--- src/rtl/core/zpbm_pkg.sv ---
// Package for the zero-padded box mean filter.
// Holds payload structs, register indexes, FSM state type and ctrl/datapath links.
package zpbm_pkg;

  localparam int MAX_WIDTH_DEF  = 1024;
  localparam int MAX_WINDOW_DEF = 7;
  localparam int MAX_HEIGHT     = 1024;

  localparam int CFG_IDX_W  = 2;
  localparam int CFG_DATA_W = 11;

  localparam logic [CFG_IDX_W-1:0] REG_WINDOW_SIZE  = 2'd0;
  localparam logic [CFG_IDX_W-1:0] REG_IMAGE_WIDTH  = 2'd1;
  localparam logic [CFG_IDX_W-1:0] REG_IMAGE_HEIGHT = 2'd2;

  typedef struct packed {
    logic [7:0] pixel;
    logic       flush;
  } in_item_t;

  typedef struct packed {
    logic [7:0] mean_pixel;
    logic       last_of_frame;
  } out_item_t;

  typedef enum logic [2:0] {
    S_IDLE,
    S_ACC,
    S_TAIL,
    S_DIV,
    S_LOAD
  } state_t;

  typedef struct packed {
    logic write;
    logic acc_start;
    logic acc_step;
    logic div_start;
    logic div_step;
    logic load;
    logic cfg_we;
  } cmd_t;

  typedef struct packed {
    logic p_zero;
    logic before_delay;
    logic acc_last;
    logic div_done;
    logic out_free;
  } sts_t;

endpackage

--- src/rtl/core/zpbm_ctrl.sv ---
// Controller FSM for the box mean filter: sequences accept, window sweep,
// division and result load. Depends on zpbm_pkg.
module zpbm_ctrl import zpbm_pkg::*; (
  input  logic clk,
  input  logic rst_n,
  input  logic in_valid,
  input  logic in_flush,
  output logic in_ready,
  input  logic cfg_valid,
  output logic cfg_ready,
  input  sts_t sts,
  output cmd_t cmd
);

  state_t state_r, state_nxt;
  logic   accept;

  assign in_ready  = (state_r == S_IDLE) && !cfg_valid;
  assign cfg_ready = (state_r == S_IDLE);
  assign accept    = in_valid && in_ready;

  always_ff @(posedge clk) begin
    if (!rst_n) begin
      state_r <= S_IDLE;
    end else begin
      state_r <= state_nxt;
    end
  end

  always_comb begin
    state_nxt = state_r;
    unique case (state_r)
      S_IDLE: begin
        if (accept && !(in_flush && sts.p_zero) && !sts.before_delay) state_nxt = S_ACC;
      end
      S_ACC: begin
        if (sts.acc_last) state_nxt = S_TAIL;
      end
      S_TAIL: state_nxt = S_DIV;
      S_DIV: begin
        if (sts.div_done) state_nxt = S_LOAD;
      end
      S_LOAD: begin
        if (sts.out_free) state_nxt = S_IDLE;
      end
      default: state_nxt = S_IDLE;
    endcase
  end

  always_comb begin
    cmd           = '0;
    cmd.write     = accept && !(in_flush && sts.p_zero);
    cmd.acc_start = cmd.write && !sts.before_delay;
    cmd.acc_step  = (state_r == S_ACC);
    cmd.div_start = (state_r == S_TAIL);
    cmd.div_step  = (state_r == S_DIV);
    cmd.load      = (state_r == S_LOAD) && sts.out_free;
    cmd.cfg_we    = (state_r == S_IDLE) && cfg_valid;
  end

endmodule

--- config.mk ---
export PLATFORM = sky130hd
export DESIGN_NAME = zpbm_ctrl
export DESIGN_NICKNAME = d
export VERILOG_FILES = /design/src/rtl/core/zpbm_pkg.sv /design/src/rtl/core/zpbm_ctrl.sv
export SDC_FILE = /design/constraint.sdc
export NUM_CORES = 1
export LEC_CHECK = 0
export BUFFER_PORTS_ARGS = -buffer_cell sky130_fd_sc_hd__buf_2
export CORE_AREA = 5 5 42 44
export DETAILED_ROUTE_END_ITERATION = 6
export DIE_AREA = 0 0 47 49
export PLACE_DENSITY_LB_ADDON = 0.3
export SLEW_MARGIN = 10
export SYNTH_ARGS = -nofsm -noshare
export SYNTH_HDL_FRONTEND = slang
export SYNTH_SLANG_ARGS = --single-unit
--- constraint.sdc ---
create_clock -name clk -period 2.4 [get_ports clk]
set_input_delay 0.12 -clock clk [delete_from_list [all_inputs] [get_ports clk]]
set_output_delay 0.12 -clock clk [all_outputs]
set_load 0.01 [all_outputs]
==> results by group, run 1 <==
Job
  – Max-cap violation count: 0

Clocking
  – Post_cts resized: 0
  – Reg clk slew, reported paths: ~0.04 ns
  – Cts hold-fix bufs: 0
  – Clock root buffer: clkbuf_4
  – CTS tree: yes
  – Clock buffer depth: 2
  – Cts bufs inserted: 3
  – Post-CTS Setup Inserts: 0
  – H-tree depth: 1
  – Clock sinks: 3
  – Worst-Skew Late Latency: 0.23 ns

Global route
  – GRT Util Overall: 0.07032
  – Vias in the first global route: 300
  – Grt total ovfl: 0
  – Initial antenna violation count: 0
  – First-pass GRT wire length: 1110 um
  – Pin count of the biggest net entering global routing: 11

Synthesis
  – Net Count, Synth: 38
  – Adder-Cell Fraction of Synth Area: 0
  – Synth Area in Compound Gates: 0.1302
  – YS warnings: 0
  – Register area share after synthesis: 0.2500
  – Synth area leader: dfxtp_1
  – Mux contribution to synthesized area: 0
  – Unique masters post-synth: 18
  – Avg Synthesized Cell Area: roughly 8.6 um2
  – Xor/xnor share of the synthesized area: 0
  – Simple-Gate Fraction of Synth Area: 0.5104
  – Mapped Cells: 28
  – Post-Syn Area: 240.2 um2
  – Yosys top cell area share: 0.2500
  – Largest family of logic cells by synthesized area: simple AND/OR/NAND/NOR gates
  – Synth Register Bits: 3
  – Top cells by area, synth: dfxtp_1 (25%), nor2b_1 (10%), buf_6 (9.4%)

Layout
  – NumNets Final: 59
  – Area Growth Syn to Fin: 47.40%
  – Finished Core Util: 0.2527
  – Largest register FFs: 3
  – Biggest regs: state_r (3)
  – Layout cells sized above 1: 0.4792
  – Biggest register: state_r
  – ANT cells: 0

Die
  – Die W: between 40 and 50 um
  – Site Rows: 14
  – IO Count: 19
  – Die Ht: 49 um
  – Core area: 1401 um2
  – Initial core utilization: 0.1714
  – Area of the die: 2303 um2

Power
  – Pwr Density: 535.2 nW/um2
  – Max rail drop VDD: about 0.11 mV
  – Leak Pwr: approximately 0.19 nW

Critical path
  – CP startpoint: state_r[0]
  – Max FO, Critical Path: 10
  – Crit. End Element: output port
  – Critical path class: flip-flop to output port
  – Worst EP required: approximately 2.3 ns
  – Origin of the critical flop-to-flop path: state_r[2]
  – CP arrival: 1.21 ns
  – Critical path startpoint category: flip-flop

Placement
  – I/O Buffers: 18
  – Placer Congestion: 0.6039
  – Dpl ws: 1.311 ns
  – Final HPWL DP: 512.7 um

Timing
  – Final setup TNS: 0 ns
  – Final clock skew: ~0.0022 ns
  – Slew Limit Fails: 0
  – Rel. slew slack: 0.7852
  – Min Clock Period, post-route: roughly 1.3 ns
  – Hold Vio Cnt, Final: 0
  – Peak Freq: 0.7519 GHz
  – Final setup vio count: 0
  – Crit share post-route: 0.5542
  – RSZ-0062 raised after global routing: false
  – Setup ws final: between 1 and 1.5 ns
  – Worst Tran Pin Value: about 0.32 ns

Detailed routing
  – Vias after detailed routing: 272
  – Drt first pass iters: 4
  – Routed length per instance: about 10 um
  – Post-Route WL: 648 um
  – DR iter-0 viols: 7
  – Number of remaining DRC errors: 0
  – Antenna Nets Post-Route: 0
  – DR vias/cell: 4.250

Min path
  – Min-delay worst type: primary input to flip-flop
  – Hold Crit Start: rst_n

Run status
  – Outcome: complete, no violations
[layer usage]
layer | share of wire | routed length [um] | track usage
met1 | 0.45 | 294 | 0.07221
met2 | 0.49 | 317 | 0.09729
met3 | 0.056 | 36 | 0.03321
met4 | 0 | 0 | 0.06912
met5 | 0 | 0 | 0
[worst max-delay path: stages, from the launching register on]
cell and delay [ns]:
dfxtp_1 0.39, nor3_2 0.25, and4b_1 0.21, buf_2 0.12
[logic make-up (layout without fill, tap and decap cells)]
kind of cell | Yosys count | after routing
compound gates | 4 | 4
buf+inv | 3 | 23
flops | 3 | 3
simple gates | 18 | 18
[cell type report]
| cell class | count | area [um2] |
|---|---|---|
| Tap cell | 16 | 20.02 |
| Timing Repair Buffer | 18 | 90.09 |
| Clock buffer | 4 | 26.28 |
| Inverter | 1 | 3.754 |
| Multi-Input combinational cell | 22 | 153.9 |
| Fill cell | 169 | 1047 |
| Sequential cell | 3 | 60.06 |
[where the power goes]
| group | internal (W) | leakage [nW] | total (W) | switching [W] |
|---|---|---|---|---|
| registers | 0.0000526 | 0.0244 | 0.0000589 | 0.00000623 |
| clock network | 0.0000623 | 0.0150 | 0.0000890 | 0.0000266 |
| logic | 0.0000223 | 0.146 | 0.0000417 | 0.0000194 |
[placed cells by master, fill, tap and decap left out, types with 2 or more instances in the layout]
cell       n
nand2_1    2
buf_2     18
dfxtp_1    3
and2_1     3
nor2b_1    4
nor3b_1    2
clkbuf_4   3
[worst paths after layout]
check | end | cells after the start | slack, ns
worst max-delay path | cmd[6] | 3 | 1.07
worst min-delay path | state_r[2] | 2 | 0.11
worst max register to register | state_r[2] | 3 | 1.41
worst min register to register | state_r[2] | 2 | 0.67
[synth_stat cells]
| master | number |
|---|---|
| a22oi_1 | 1 |
| a32oi_1 | 1 |
| and2_1 | 3 |
| and3_2 | 1 |
| and3b_1 | 1 |
| and4b_1 | 1 |
| buf_6 | 2 |
| dfxtp_1 | 3 |
| inv_1 | 1 |
| nand2_1 | 2 |
| nor2_1 | 1 |
| nor2b_1 | 4 |
| nor3_2 | 1 |
| nor3b_1 | 2 |
| nor4_1 | 1 |
| nor4bb_1 | 1 |
| o21ai_1 | 1 |
| o311a_1 | 1 |
[per-stage QoR]
stage / total power [W] / cell area [um2] / hold slack, ns / std cells
4_1_cts: 0.0001964 / 354.1 / 0.1051 / 64
3_3_place_gp: 0.0001023 / 327.8 / 0.3561 / 60
6_report: 0.0001895 / 354.1 / 0.1135 / 64
2_1_floorplan: 0.00008597 / 240.2 / 0.2482 / 28
3_5_place_dp: 0.0001018 / 327.8 / 0.3524 / 60
5_1_grt: 0.0002085 / 354.1 / 0.1074 / 64
No activity file was read; power rests on OpenSTA's default activity.
==> run 2, diff against run 1 <==
- ABC_AREA: not set -> 1
- clock period: 2.4 -> 1.2 ns (I/O delays scaled with it)
==> results by group, run 2 <==
Run status
  – Outcome: complete, but fails checks (was complete, no violations)
  – Failing checks: negative setup slack

Clocking
  – Clock buffer depth: 2 (unchanged)
  – Cts hold-fix bufs: 0 (unchanged)
  – Cts bufs inserted: 3 (unchanged)
  – CTS tree: yes (unchanged)
  – Clock sinks: 3 (unchanged)
  – H-tree depth: 1 (unchanged)
  – Worst-Skew Late Latency: 0.23 ns (about the same)
  – Reg clk slew, reported paths: 0.04 ns (about the same)
  – Clock root buffer: clkbuf_4 (unchanged)

Synthesis
  – Top cells by area, synth: dfxtp_1 (18%), inv_1 (15%), nand3_1 (7.7%) (was dfxtp_1 (25%), nor2b_1 (10%), buf_6 (9.4%))
  – YS warnings: 0 (unchanged)
  – Number of synthesized flops with an enable pin: 0 (unchanged)
  – Post-Syn Area: 326.6 um2 (was 240.2 um2)
  – Register area share after synthesis: 0.1839 (was 0.2500)
  – Most frequent cell after synthesis: inv_1 (was nor2b_1)
  – Async set-reset flop share out of synthesis: 0 (unchanged)
  – Mapped Cells: 49 (was 28)
  – Yosys top cell area share: 0.1839 (was 0.2500)
  – Unique masters post-synth: 17 (was 18)
  – Net Count, Synth: 59 (was 38)
  – Synth Register Bits: 3 (unchanged)
  – Most frequent cells after synthesis: inv_1 (13), nor2_1 (6), nand3_1 (5) (was nor2b_1 (4), and2_1 (3), dfxtp_1 (3))
  – Main synth FF type: dfxtp_1 (unchanged)
  – Synth area leader: dfxtp_1 (unchanged)
  – Avg Synthesized Cell Area: 6.665 um2 (was 8.580 um2)

Timing
  – Peak Freq: 0.8233 GHz
  – RSZ-0062 raised after global routing: true (was false)
  – Slew Limit Fails: 0 (unchanged)
  – Hold Vio Cnt, Final: 0 (unchanged)
  – Hold WS: 0.07316 ns (was 0.1135 ns)
  – Setup ws final: -0.01469 ns (was 1.070 ns)
  – Final setup TNS: -0.02562 ns (was 0 ns)
  – Min Clock Period, post-route: 1.215 ns
  – Crit share post-route: 1.012
  – Worst Tran Pin Value: 0.2550 ns (was 0.3217 ns)
  – Final clock skew: 0.003454 ns (was 0.002161 ns)
  – Final setup vio count: 2 (was 0)
  – Rel. slew slack: 0.8294 (was 0.7852)

Critical path
  – CP arrival: 1.15 ns (was 1.21 ns)
  – Crit. End Element: output port (unchanged)
  – Slowest cell on the critical path: dfxtp_4 (was dfxtp_1)
  – CP delay by family, top: flip-flops (was simple AND/OR/NAND/NOR gates)
  – Critical path startpoint category: flip-flop (unchanged)
  – Worst EP required: 1.14 ns (was 2.28 ns)
  – Cell count along the critical path: 5 (was 3)
  – Reg2reg setup slack: 0.07 ns (was 1.41 ns)
  – Critical R2R Capture: state_r[2] (unchanged)
  – Max FO, Critical Path: 4 (was 10)
  – Largest stage delay, worst path: 0.35 ns (was 0.39 ns)
  – Critical path class: flip-flop to output port (unchanged)
  – Crit-path cells: nor2_4 > nand2_4 > buf_4 > nor2_1 > buf_2 (was nor3_2 > and4b_1 > buf_2)
  – Reg2reg path depth: 8 (was 3)
  – Origin of the critical flop-to-flop path: state_r[2] (unchanged)
  – Crit path buffers/inverters: 2 (was 1)

Global route
  – GRT Util Overall: 0.08011 (was 0.07032)
  – Vias in the first global route: 347 (was 300)
  – First-pass GRT wire length: 1352 um (was 1110 um)
  – Grt total ovfl: 0 (unchanged)
  – Initial antenna violation count: 0 (unchanged)
  – Pin count of the biggest net entering global routing: 7 (was 11)

Power
  – Max rail drop VDD: 1.038 mV (was 0.1150 mV)
  – Leak Pwr: 0.2998 nW (was 0.1851 nW)
  – Pwr Density: 2449 nW/um2 (was 535.2 nW/um2)

Placement
  – Placed cells: 85 (was 60)
  – I/O Buffers: 18 (unchanged)
  – Placer Congestion: 0.7145 (was 0.6039)
  – Final HPWL DP: 660 um (was 512.7 um)
  – Dpl ws: 0.02442 ns (was 1.311 ns)

Layout
  – Largest register FFs: 3 (unchanged)
  – Layout cells sized above 1: 0.5946 (was 0.4792)
  – Commonest non-fill, non-tap cell in the layout: buf_2 (unchanged)
  – Biggest regs: state_r (3) (unchanged)
  – Area Growth Syn to Fin: 59.00% (was 47.40%)
  – Most frequent cells in the layout: buf_2 (17), inv_1 (11), nor2_1 (6), inv_2 (4), nand3_1 (4) (was buf_2 (18), nor2b_1 (4), and2_1 (3), clkbuf_4 (3), dfxtp_1 (3))
  – NumNets Final: 85 (was 59)
  – # fillers: 162 (was 169)
  – Biggest register: state_r (unchanged)
  – Count of non-filler cells in the finished layout: 90 (was 64)
  – ANT cells: 0 (unchanged)

Die
  – Die W: 47 um (unchanged)
  – Area of the die: 2303 um2 (unchanged)
  – Die Ht: 49 um (unchanged)
  – IO Count: 19 (unchanged)
  – Initial core utilization: 0.2330 (was 0.1714)
  – Site Rows: 14 (unchanged)
  – Core area: 1401 um2 (unchanged)

Detailed routing
  – Drt first pass iters: 2 (was 4)
  – Vias after detailed routing: 382 (was 272)
  – Antenna Nets Post-Route: 0 (unchanged)
  – DR iter-0 viols: 2 (was 7)
  – Post-Route WL: 823 um (was 648 um)
  – Number of remaining DRC errors: 0 (unchanged)
  – DR vias/cell: 4.244 (was 4.250)
  – Routed length per instance: 9.144 um (was 10.13 um)

Min path
  – Min-Delay Endpoint: state_r[1] (was state_r[2])
  – Worst hold stages: 3 (was 2)
  – Hold Crit Start: rst_n (unchanged)
  – Min-delay worst type: primary input to flip-flop (unchanged)

Job
  – Max-cap violation count: 0 (unchanged)
run 2: cell count changes after synthesis, moves of 3 or more:
cell     change
and2_1       -3
nor2b_1      -4
nor2_2       +3
nor2_1       +5
inv_1       +12
nand3_1      +5
run 2: kinds of logic after synthesis:
logic type,share of synthesized area
flip-flops,0.1839
AO/OA/AOI/OAI,0.1034
AND/OR/NAND/NOR,0.5402
buffers and inverters,0.1724
run 2: worst register-to-register path: stages (launching register included):
cell     delay [ns]
dfxtp_4        0.35
nor2_4         0.13
nand2_4        0.09
nor2_8         0.10
nand3_4        0.08
nand2_4        0.10
nand3_2        0.06
nand2_1        0.06
nor2_1         0.04
run 2: what timing repair did:
action	in CTS	in global routing
setup endpoints to repair	4	6
gates resized for setup	4	7
setup buffers	0	1
pin swaps	1	2
run 2: power breakdown:
group          leakage, nW  switching, W  total (W)  internal (W)
logic                0.259      0.000503   0.000877      0.000374
clock network       0.0150     0.0000532   0.000178      0.000125
registers           0.0261     0.0000629   0.000217      0.000154
total                0.300      0.000619    0.00127      0.000653
run 2: how the worst max path moves through the flow:
stage	startpoint	end	slack, ns
finish	state_r[2]	cmd[0]	-0.01
global route	state_r[2]	cmd[5]	-0.09
CTS	state_r[0]	cmd[5]	-0.04
detailed placement	state_r[2]	state_r[2]	0.02
global placement	state_r[2]	state_r[2]	0.03
floorplan	state_r[2]	state_r[2]	0.09
run 2: stage by stage:
step / instance area (um2) / util / power [W]
3_3_place_gp: 451.7 / 0.3223 / 0.0009745
3_5_place_dp: 451.7 / 0.3223 / 0.0009746
5_1_grt: 519.2 / 0.3705 / 0.001408
6_report: 519.2 / 0.3705 / 0.001271
4_1_cts: 485.5 / 0.3464 / 0.001191
2_1_floorplan: 326.6 / - / 0.0007498
run 2: per-layer routing:
metal	routed length, um	GRT usage
met5	0	0
met1	322	0.1004
met2	434	0.1109
met4	0	0.06912
met3	66	0.01476
run 2: final cells by class:
class	instances	area (um2)	share of cell area
clock buffer	4	26.28	0.05060
inverter	15	56.30	0.1084
multi-input combinational	31	231.5	0.4458
sequential	3	66.31	0.1277
tap	16	20.02	0.03855
timing repair buffer	21	118.9	0.2289
